$ cat src/lift_actuator_sequencer_defines.svh
// Assertion macros for the lift actuator sequencer.
// LAS_ASSERT checks a property while out of reset; LAS_ASSERT_ALWAYS
// also checks it during reset.
`ifndef LIFT_ACTUATOR_SEQUENCER_DEFINES_SVH
`define LIFT_ACTUATOR_SEQUENCER_DEFINES_SVH

`ifndef SYNTHESIS
`define LAS_ASSERT(label, prop, msg) \
    label: assert property (@(posedge i_clk) disable iff (!i_rst_n) prop) \
        else $error(msg);
`define LAS_ASSERT_ALWAYS(label, prop, msg) \
    label: assert property (@(posedge i_clk) prop) else $error(msg);
`else
`define LAS_ASSERT(label, prop, msg)
`define LAS_ASSERT_ALWAYS(label, prop, msg)
`endif

`endif

$ cat src/las_pkg.sv
`default_nettype none

package las_pkg;

    localparam int HEIGHT_W = 16;
    localparam int TICKS_W  = 16;
    localparam int TOL_W    = 10;
    localparam int DUTY_W   = 10;
    localparam int CFG_IDX_W  = 2;
    localparam int CFG_DATA_W = 16;

    localparam logic [DUTY_W-1:0] FULL_DUTY = 10'd1023;

    localparam logic [TICKS_W-1:0] CENTER_RUN_RESET = 16'd1300;
    localparam logic [TOL_W-1:0]   TOLERANCE_RESET  = 10'd10;

    typedef enum logic [CFG_IDX_W-1:0] {
        CFG_INITIAL_MODE     = 2'd0,
        CFG_CENTER_RUN_TICKS = 2'd1,
        CFG_ARRIVE_TOLERANCE = 2'd2
    } t_cfg_index;

    typedef enum logic [2:0] {
        CMD_NONE = 3'd0,
        CMD_UP   = 3'd1,
        CMD_DOWN = 3'd2,
        CMD_STOP = 3'd3,
        CMD_GOTO = 3'd4,
        CMD_CAL  = 3'd5
    } t_cmd;

    typedef enum logic [2:0] {
        EV_NONE     = 3'd0,
        EV_TOP      = 3'd1,
        EV_BOTTOM   = 3'd2,
        EV_REACHED  = 3'd3,
        EV_CAL_DONE = 3'd4
    } t_event;

    typedef enum logic [3:0] {
        M_STOP   = 4'd0,
        M_UP     = 4'd1,
        M_DOWN   = 4'd2,
        M_GUP    = 4'd3,
        M_GDOWN  = 4'd4,
        M_CDOWN  = 4'd5,
        M_CUP    = 4'd6,
        M_CGUP   = 4'd7,
        M_CGDOWN = 4'd8,
        M_CTIMED = 4'd9
    } t_mode;

    typedef struct packed {
        logic                initial_mode;
        logic [TICKS_W-1:0]  center_run_ticks;
        logic [TOL_W-1:0]    arrive_tolerance;
    } t_cfg;

    typedef struct packed {
        logic [2:0]          command;
        logic [HEIGHT_W-1:0] height_now;
        logic [HEIGHT_W-1:0] target_height;
        logic                top_hit;
        logic                bottom_hit;
    } t_item;

    typedef struct packed {
        t_mode               mode;
        logic [HEIGHT_W-1:0] goal;
        logic [HEIGHT_W-1:0] bottom_mark;
        logic [HEIGHT_W-1:0] top_mark;
        logic [TICKS_W-1:0]  run_timer;
    } t_state;

    typedef struct packed {
        logic [DUTY_W-1:0]   duty;
        logic                going_down;
        logic                awake;
        logic                busy_res;
        logic                calibrating_now;
        t_event              event_res;
        logic [HEIGHT_W-1:0] low_end;
        logic [HEIGHT_W-1:0] high_end;
    } t_result;

endpackage

`default_nettype wire

$ cat src/las_cfg.sv
`default_nettype none

module las_cfg import las_pkg::*; (
    input  wire logic                  i_clk,
    input  wire logic                  i_rst_n,
    input  wire logic                  i_cfg_wen,
    input  wire logic [CFG_IDX_W-1:0]  i_cfg_index,
    input  wire logic [CFG_DATA_W-1:0] i_cfg_data,
    output t_cfg                       o_cfg
);

    t_cfg r_cfg;

    always_ff @(posedge i_clk) begin
        if (!i_rst_n) begin
            r_cfg.initial_mode     <= 1'b0;
            r_cfg.center_run_ticks <= CENTER_RUN_RESET;
            r_cfg.arrive_tolerance <= TOLERANCE_RESET;
        end else if (i_cfg_wen) begin
            case (t_cfg_index'(i_cfg_index))
                CFG_INITIAL_MODE:     r_cfg.initial_mode     <= i_cfg_data[0];
                CFG_CENTER_RUN_TICKS: r_cfg.center_run_ticks <= i_cfg_data[TICKS_W-1:0];
                CFG_ARRIVE_TOLERANCE: r_cfg.arrive_tolerance <= i_cfg_data[TOL_W-1:0];
                default: ;
            endcase
        end
    end

    assign o_cfg = r_cfg;

endmodule

`default_nettype wire

$ cat src/las_step.sv
`default_nettype none

module las_step import las_pkg::*; (
    input  wire t_state  i_state,
    input  wire t_item   i_item,
    input  wire t_cfg    i_cfg,
    output t_state  o_state,
    output t_result o_result
);

    t_state              s;
    t_event              ev;
    logic                do_cal;
    logic                do_goto;
    logic                goto_cal;
    logic                do_eval;
    logic [HEIGHT_W-1:0] goto_target;
    logic [HEIGHT_W:0]   mark_sum;
    logic [HEIGHT_W-1:0] diff;
    logic                is_cal;
    logic                is_up;
    logic                running;
    logic                down;
    logic [HEIGHT_W-1:0] h;
    logic                top;
    logic                bot;

    assign h   = i_item.height_now;
    assign top = i_item.top_hit;
    assign bot = i_item.bottom_hit;

    always_comb begin
        s           = i_state;
        ev          = EV_NONE;
        do_cal      = 1'b0;
        do_goto     = 1'b0;
        goto_cal    = 1'b0;
        do_eval     = 1'b0;
        goto_target = i_item.target_height;
        mark_sum    = '0;
        diff        = '0;
        is_cal      = 1'b0;
        is_up       = 1'b0;

        if (s.mode > M_CTIMED) begin
            s.mode = M_STOP;
        end

        case (s.mode)
            M_STOP, M_UP, M_DOWN: begin
                if (s.mode == M_UP && top) begin
                    s.mode = M_STOP;
                    ev     = EV_TOP;
                end
                if (s.mode == M_DOWN && bot) begin
                    s.mode = M_STOP;
                    ev     = EV_BOTTOM;
                end
                case (i_item.command)
                    CMD_UP:   s.mode = top ? M_STOP : M_UP;
                    CMD_DOWN: s.mode = bot ? M_STOP : M_DOWN;
                    CMD_STOP: s.mode = M_STOP;
                    CMD_GOTO: do_goto = 1'b1;
                    CMD_CAL: begin
                        s.mode = M_CDOWN;
                        do_cal = 1'b1;
                    end
                    default: ;
                endcase
            end
            M_CDOWN, M_CUP: do_cal = 1'b1;
            M_CTIMED: begin
                if (s.run_timer != '0) begin
                    s.run_timer = s.run_timer - 1'b1;
                end
                if (s.run_timer == '0) begin
                    s.mode = M_STOP;
                    ev     = EV_CAL_DONE;
                end
            end
            M_GUP, M_GDOWN, M_CGUP, M_CGDOWN: do_eval = 1'b1;
            default: s.mode = M_STOP;
        endcase

        // calibration phases chain within the tick when the switch is already active
        if (do_cal) begin
            if (s.mode == M_CDOWN && bot) begin
                s.bottom_mark = h;
                s.mode        = M_CUP;
            end
            if (s.mode == M_CUP && top) begin
                s.top_mark = h;
                if (i_cfg.initial_mode) begin
                    s.run_timer = i_cfg.center_run_ticks;
                    if (i_cfg.center_run_ticks == '0) begin
                        s.mode = M_STOP;
                        ev     = EV_CAL_DONE;
                    end else begin
                        s.mode = M_CTIMED;
                    end
                end else begin
                    mark_sum    = {1'b0, s.bottom_mark} + {1'b0, s.top_mark};
                    goto_target = mark_sum[HEIGHT_W:1];
                    do_goto     = 1'b1;
                    goto_cal    = 1'b1;
                end
            end
        end

        if (do_goto) begin
            s.goal = goto_target;
            if (goto_target > h) begin
                s.mode = goto_cal ? M_CGUP : M_GUP;
            end else begin
                s.mode = goto_cal ? M_CGDOWN : M_GDOWN;
            end
            do_eval = 1'b1;
        end

        if (do_eval) begin
            is_cal = (s.mode == M_CGUP) || (s.mode == M_CGDOWN);
            is_up  = (s.mode == M_GUP) || (s.mode == M_CGUP);
            diff   = (h > s.goal) ? (h - s.goal) : (s.goal - h);
            if (is_up && top) begin
                s.mode = M_STOP;
                ev     = is_cal ? EV_CAL_DONE : EV_TOP;
            end else if (!is_up && bot) begin
                s.mode = M_STOP;
                ev     = is_cal ? EV_CAL_DONE : EV_BOTTOM;
            end else if (diff < {{(HEIGHT_W-TOL_W){1'b0}}, i_cfg.arrive_tolerance}) begin
                s.mode = M_STOP;
                ev     = is_cal ? EV_CAL_DONE : EV_REACHED;
            end
        end
    end

    assign running = (s.mode != M_STOP);
    assign down    = (s.mode == M_DOWN) || (s.mode == M_GDOWN) || (s.mode == M_CDOWN) ||
                     (s.mode == M_CGDOWN) || (s.mode == M_CTIMED);

    assign o_state                  = s;
    assign o_result.duty            = running ? FULL_DUTY : '0;
    assign o_result.going_down      = down;
    assign o_result.awake           = running;
    assign o_result.busy_res        = (s.mode >= M_GUP);
    assign o_result.calibrating_now = (s.mode >= M_CDOWN);
    assign o_result.event_res       = ev;
    assign o_result.low_end         = s.bottom_mark;
    assign o_result.high_end        = s.top_mark;

endmodule

`default_nettype wire

$ cat src/lift_actuator_sequencer.sv
// Lift actuator sequencer: one poll tick in, one motor/status result out.
// A tick passes the input register, then the result register. One tick per
// cycle unless the output stalls; the input register and the result register
// each advance whenever the stage after them is empty or being drained.
// Reset (synchronous, active low): motor stopped, marks, goal and timer zero,
// registers back to their reset values, both stages empty.
`default_nettype none
`include "lift_actuator_sequencer_defines.svh"

module lift_actuator_sequencer import las_pkg::*; (
    input  wire logic                  i_clk,
    input  wire logic                  i_rst_n,

    input  wire logic                  i_cfg_wen,
    input  wire logic [CFG_IDX_W-1:0]  i_cfg_index,
    input  wire logic [CFG_DATA_W-1:0] i_cfg_data,

    input  wire logic                  i_valid,
    output logic                       o_ready,
    input  wire logic [2:0]            i_command,
    input  wire logic [HEIGHT_W-1:0]   i_height_now,
    input  wire logic [HEIGHT_W-1:0]   i_target_height,
    input  wire logic                  i_top_hit,
    input  wire logic                  i_bottom_hit,

    output logic                       o_valid,
    input  wire logic                  i_ready,
    output logic [DUTY_W-1:0]          o_duty,
    output logic                       o_going_down,
    output logic                       o_awake,
    output logic                       o_busy_res,
    output logic                       o_calibrating_now,
    output logic [2:0]                 o_event_res,
    output logic [HEIGHT_W-1:0]        o_low_end,
    output logic [HEIGHT_W-1:0]        o_high_end
);

    t_cfg    w_cfg;
    t_item   r_in;
    logic    r_in_valid;
    t_state  r_state;
    t_state  n_state;
    t_result r_out;
    t_result n_out;
    logic    r_out_valid;
    logic    w_adv;
    logic    w_in_xfer;

    las_cfg u_cfg (
        .i_clk       (i_clk),
        .i_rst_n     (i_rst_n),
        .i_cfg_wen   (i_cfg_wen),
        .i_cfg_index (i_cfg_index),
        .i_cfg_data  (i_cfg_data),
        .o_cfg       (w_cfg)
    );

    las_step u_step (
        .i_state  (r_state),
        .i_item   (r_in),
        .i_cfg    (w_cfg),
        .o_state  (n_state),
        .o_result (n_out)
    );

    assign w_adv     = r_in_valid && (!r_out_valid || i_ready);
    assign o_ready   = !r_in_valid || w_adv;
    assign w_in_xfer = i_valid && o_ready;

    always_ff @(posedge i_clk) begin
        if (!i_rst_n) begin
            r_in_valid <= 1'b0;
        end else if (w_in_xfer) begin
            r_in_valid <= 1'b1;
        end else if (w_adv) begin
            r_in_valid <= 1'b0;
        end
    end

    always_ff @(posedge i_clk) begin
        if (w_in_xfer) begin
            r_in.command       <= i_command;
            r_in.height_now    <= i_height_now;
            r_in.target_height <= i_target_height;
            r_in.top_hit       <= i_top_hit;
            r_in.bottom_hit    <= i_bottom_hit;
        end
    end

    always_ff @(posedge i_clk) begin
        if (!i_rst_n) begin
            r_state.mode        <= M_STOP;
            r_state.goal        <= '0;
            r_state.bottom_mark <= '0;
            r_state.top_mark    <= '0;
            r_state.run_timer   <= '0;
        end else if (w_adv) begin
            r_state <= n_state;
        end
    end

    always_ff @(posedge i_clk) begin
        if (!i_rst_n) begin
            r_out_valid <= 1'b0;
        end else if (w_adv) begin
            r_out_valid <= 1'b1;
        end else if (i_ready) begin
            r_out_valid <= 1'b0;
        end
    end

    always_ff @(posedge i_clk) begin
        if (w_adv) begin
            r_out <= n_out;
        end
    end

    assign o_valid           = r_out_valid;
    assign o_duty            = r_out.duty;
    assign o_going_down      = r_out.going_down;
    assign o_awake           = r_out.awake;
    assign o_busy_res        = r_out.busy_res;
    assign o_calibrating_now = r_out.calibrating_now;
    assign o_event_res       = r_out.event_res;
    assign o_low_end         = r_out.low_end;
    assign o_high_end        = r_out.high_end;

    `LAS_ASSERT_ALWAYS(a_reset_empty, !i_rst_n |=> !o_valid, "result valid after reset")
    `LAS_ASSERT(a_awake_duty, o_valid |-> (o_awake == (o_duty != '0)), "awake and duty disagree")
    `LAS_ASSERT(a_cal_busy, o_valid && o_calibrating_now |-> o_busy_res, "calibrating but not busy")
    `LAS_ASSERT(a_done_stopped, o_valid && (o_event_res == EV_REACHED || o_event_res == EV_CAL_DONE) |-> !o_awake && !o_busy_res, "motor running after sequence end")
    `LAS_ASSERT(a_state_hold, r_out_valid && !i_ready |=> $stable(r_state), "state moved while result stalled")

endmodule

`default_nettype wire
$ cat config.mk
export PLATFORM = sky130hd
export DESIGN_NAME = lift_actuator_sequencer
export DESIGN_NICKNAME = d
export VERILOG_FILES = /design/src/las_pkg.sv /design/src/las_cfg.sv /design/src/las_step.sv /design/src/lift_actuator_sequencer.sv
export VERILOG_INCLUDE_DIRS = /design/src /design/src/src
export SDC_FILE = /design/constraint.sdc
export NUM_CORES = 1
export LEC_CHECK = 0
export BUFFER_PORTS_ARGS = -buffer_cell sky130_fd_sc_hd__buf_2
export CORE_MARGIN = 2
export CORE_UTILIZATION = 60
export DETAILED_ROUTE_END_ITERATION = 16
export PLACE_DENSITY = 0.81
export SETUP_SLACK_MARGIN = 0.1
export SYNTH_ARGS = -nofsm -noshare
export SYNTH_HDL_FRONTEND = slang
export SYNTH_SLANG_ARGS = --single-unit
$ cat constraint.sdc
create_clock -name i_clk -period 12.22 [get_ports i_clk]
set_clock_uncertainty 0.2 [all_clocks]
set_input_delay 2.444 -clock i_clk [delete_from_list [all_inputs] [get_ports i_clk]]
set_output_delay 2.444 -clock i_clk [all_outputs]
set_load 0.02 [all_outputs]
==> metrics list <==
- Number of sinks on the clock net: 173
- In the final routing, the length of wire on met1 measures 11.2 mm.
- Worst endpoint data arrival time: 10500 ps
- Instance count of the mapped netlist: 1235
- Met2 layer wire length in the routed design: 13.4 mm
- The critical path contains buffers and inverters numbering 2 combined.
- At the end of the flow the core is filled with cells to 67.6%.
- Final-layout setup total negative slack: 0 ps
- Total length of routed met3 wires: 1.36 mm
- Cell family with most CP delay: compound AO/OA/AOI/OAI gates
* Number of antenna violations at the first check in global routing: 0
- Max IR drop VDD: 0.000137 V
- The total area inside the core boundary comes to between 0.015 and 0.02 sq mm.
- In this run, post-CTS hold repair placed 0 buffers.
* Cell with the most instances on the worst path: sky130_fd_sc_hd__a31oi_1
- Netlist area before placement: 0.0110 sq mm
- Hpwl dp: 19.2 mm
* Antenna Violating Nets Remaining: 0
- The routed layout has 9279 vias.
- Max Slew Vio Count: 0
* GRT Residual Overflow: 0
* Number of cells on the worst hold path: 2
- The library cell used most frequently in the layout, excluding fill and tap cells, is sky130_fd_sc_hd__nand2_1.
- The startpoint identified for the worst hold timing path is r_state[63]$_SDFFE_PN0P_.
* Uppermost metal layer occupied by signal nets: met4
- The post-route netlist has 15.3% of its cells at a drive strength greater than 1.
* Internal cell power: roughly 1000 uW
- Hold timing on the final database bottoms out at a slack of 265 ps.
* Required time reported for the critical path endpoint: 12200 ps
* Clk slew on worst S/H paths: 70 ps
- Once the floorplan was initialized, standard cells occupied 61.1% of the core.
* Clock buffers created by TritonCTS: 17
* Final antenna diode count: 0
- Entering global routing, the biggest net connects just under 100 pins.
- The final-report hold violation count is 0.
* Die Footprint: 0.0194 sq mm
- In this run the tool buffered the top-level ports with 110 buffer cells.
- Syn_nets: roughly 1400
- Syn. warnings: 0
- In the layout the commonest cells are sky130_fd_sc_hd__nand2_1, sky130_fd_sc_hd__buf_2, sky130_fd_sc_hd__o21ai_0, sky130_fd_sc_hd__nor2_1, sky130_fd_sc_hd__dfxtp_1.
- Sequential fraction of the synthesis area: 38.5%
- Post-DR vias/cell: roughly 6.0
* Destination of the worst register-to-register timing path: o_going_down$_DFFE_PP_
- Standard cell with the maximum stage delay on the critical path: sky130_fd_sc_hd__o31ai_4
* Worst reg-to-reg path cell count: 37
- In the finished design, the share of the clock period the worst path needs comes to 86.1%.
- In this run the critical register-to-register path is launched from r_state[67]$_SDFFE_PN0P_.
- Clk_lat worst skew: 440 ps
* Post-cts gate resize count: 0
- Worst Path Class, Setup: reg -> reg
* Combinational Power Share: 18.4%
- Count of placed standard cells in the final layout, fillers left out: 1539
- Worst R2R Setup Slack: 1700 ps
- The first TritonRoute pass finished after 5 iterations.
* Portion of total power attributed to the clock network: 37.2%
- In this run the core area contains ~50 standard-cell rows.
- Slew at the pin closest to its max-slew limit: 1070 ps
- Kind of launch point of the worst setup path: flip-flop
- The analysis attributes to cell leakage a power of 0.00521 uW.
- The longest clock path from root to sink contains 2 buffers.
* 1st-iter DRT viols: approximately 660
- Area growth syn-to-layout: 10.7%
* Mean routed wirelength per cell: 17.3 um
- The first global-routing pass estimated 43.2 mm of wire.
- Counting distinct cell types in the post-synthesis netlist gives 86.
* Power density over cell area: roughly 120 mW/mm^2
* Clock H-tree levels: 4
* Hold Path Class: reg -> reg
- The analysis attributes to net switching a power of 451 uW.
* Sink of the worst hold path: r_state[63]$_SDFFE_PN0P_
* Total wirelength of the detailed-routed design: 26.6 mm
- Dividing the synthesized area by the synthesized cell count gives 8.89 sq um.
* Min Tclk post-route: 10520 ps
- The die is 139 um wide.
- The flow ran to the end, and the final reports show no timing, DRC or antenna violations.
* Max-capacitance violation count: 0
- During I/O placement, the number of pins put on the boundary was approximately 110.
- Global routing consumed, over all layers together, between 20 and 30% of the routing resources.
- Counting flops with a built-in enable in the synthesized netlist gives 76.
- Net switching is 30.7% of the power.
- Buffers added to address setup during post-CTS repair amount to 0.
- In the routed design, unresolved DRC markers number 0.
- Normalized max-slew margin: about 29%
- The number of placed instances, taps included, is 1507.
- Highest net fanout along the worst path: 47
* Async set-or-reset flop fraction in the synthesized netlist: 0%
- The die is 139 um tall.
- Fraction of power consumed by sequential logic: ~45%
* Predominant post-synthesis flop cell: sky130_fd_sc_hd__dfxtp_1
- Flip-flop and latch count after synthesis: 173
- TritonCTS built the clock tree.
- Setup violators final: 0
* Number of global-route vias before repair: 8708
* Critical path capture point type: flip-flop
- Setup repair after global routing missed its margin: no
- In this design, the stage delay of the slowest critical-path cell is 960 ps.
- Clk root buf: sky130_fd_sc_hd__clkbuf_16
- Timing would allow up to between 0.09 and 0.1 GHz.
- Final weighted congestion in routability-driven placement: about 0.9
* Layout net count: between 1000 and 1500
-- per-stage QoR --
step	setup slack [ps]	area, sq um	power [uW]
6_report	1700	12200	1470
2_1_floorplan	3370	11000	863
5_1_grt	894	12200	1530
3_5_place_dp	1870	11500	932
4_1_cts	1790	12200	1470
3_3_place_gp	2170	11500	927
-- power by group through the flow --
stage	Combinational [uW]	Clock [uW]	Sequential, uW
2_1_floorplan	196	0	667
3_3_place_gp	262	0	665
3_5_place_dp	266	0	666
4_1_cts	268	553	653
5_1_grt	301	575	656
6_report	270	546	653
-- per-layer routing --
layer / track usage (%) / vias to the layer above
li1: - / 4548
met1: 34.2 / 4405
met4: 9.62 / 0
met5: 0 / -
met2: 47.7 / 274
met3: 5.33 / 52
-- synthesized netlist by cell type, types with 4 or more instances --
master                     instances  area, sq um
sky130_fd_sc_hd__nand3b_1          6         45.0
sky130_fd_sc_hd__nand2b_1          7         43.8
sky130_fd_sc_hd__dfxtp_1          97         1940
sky130_fd_sc_hd__o21a_1           10         75.1
sky130_fd_sc_hd__edfxtp_1         76         2280
sky130_fd_sc_hd__o31ai_1           5         37.5
sky130_fd_sc_hd__o211ai_1          7         52.6
sky130_fd_sc_hd__mux2_2           20          225
sky130_fd_sc_hd__mux2i_1          37          370
sky130_fd_sc_hd__or2_2             5         31.3
sky130_fd_sc_hd__o211a_1           6         60.1
sky130_fd_sc_hd__nand2_1         141          529
sky130_fd_sc_hd__nor2_1           98          368
sky130_fd_sc_hd__a21oi_1          70          350
sky130_fd_sc_hd__nor2b_1          31          194
sky130_fd_sc_hd__o21bai_1          7         52.6
sky130_fd_sc_hd__a21boi_0         20          150
sky130_fd_sc_hd__buf_2             9         45.0
sky130_fd_sc_hd__buf_4            11         82.6
sky130_fd_sc_hd__nor3b_1          34          255
sky130_fd_sc_hd__clkbuf_1         50          188
sky130_fd_sc_hd__or3_1            10         62.6
sky130_fd_sc_hd__a221oi_1          4         35.0
sky130_fd_sc_hd__and3_1            4         25.0
sky130_fd_sc_hd__a211oi_1          9         67.6
sky130_fd_sc_hd__xor2_1           11         96.3
sky130_fd_sc_hd__a31oi_1          13         81.3
sky130_fd_sc_hd__and2_1           15         93.8
sky130_fd_sc_hd__nand4_1          10         62.6
sky130_fd_sc_hd__nor3_1           12         60.1
sky130_fd_sc_hd__a21o_1           23          173
sky130_fd_sc_hd__nand3_1          24          120
sky130_fd_sc_hd__inv_1            69          259
sky130_fd_sc_hd__a211o_1           5         43.8
sky130_fd_sc_hd__xnor2_1          14          123
sky130_fd_sc_hd__or4_1             7         52.6
sky130_fd_sc_hd__nor4_1           10         62.6
sky130_fd_sc_hd__o21ai_0         103          515
sky130_fd_sc_hd__a22oi_1           7         52.6
sky130_fd_sc_hd__ha_1             73          913
-- logic make-up (layout without fill, tap and decap cells) --
family                   after synthesis  in the layout  synth area share [%]
flip-flops                           173            173                  38.5
buffers and inverters                143            218                  5.39
adder cells (fa/ha/maj)               76             76                  8.87
XOR/XNOR                              25             25                  1.99
AND/OR/NAND/NOR                      429            429                  19.7
AO/OA/AOI/OAI                        331            331                  20.0
multiplexers                          58             58                  5.53
-- sequential cells by signal, summed over array words and instances, names as in the netlist --
name               count
r_state               68
o_high_end            16
o_duty                 1
o_valid                1
r_in_valid             1
r_in                  37
u_cfg.o_cfg           27
o_low_end             16
o_going_down           1
o_event_res            3
o_calibrating_now      1
o_busy_res             1
-- worst max path at each step --
stage	from	endpoint	depth (start not counted)
2_1_floorplan	r_state[66]$_SDFFE_PN0P_	o_event_res[1]$_DFFE_PP_	42
3_3_place_gp	r_state[67]$_SDFFE_PN0P_	o_going_down$_DFFE_PP_	37
3_5_place_dp	r_state[67]$_SDFFE_PN0P_	o_going_down$_DFFE_PP_	37
4_1_cts	r_state[67]$_SDFFE_PN0P_	o_going_down$_DFFE_PP_	37
5_1_grt	r_state[67]$_SDFFE_PN0P_	o_going_down$_DFFE_PP_	37
6_report	r_state[67]$_SDFFE_PN0P_	o_going_down$_DFFE_PP_	37
-- worst min-delay path: stages (launching register included) --
cell and delay, ps:
sky130_fd_sc_hd__dfxtp_1 310, sky130_fd_sc_hd__nand2_1 40, sky130_fd_sc_hd__a21boi_0 60
-- final cells by class --
type / count / area, sq um
tap: 229 / 287
timing repair buffer: 116 / 596
inverter: 70 / 264
sequential: 173 / 4220
multi-input combinational: 919 / 6180
fill: 1457 / 5810
clock inverter: 15 / 178
clock buffer: 17 / 425
Note: power is estimated with default switching activity, not from simulation.
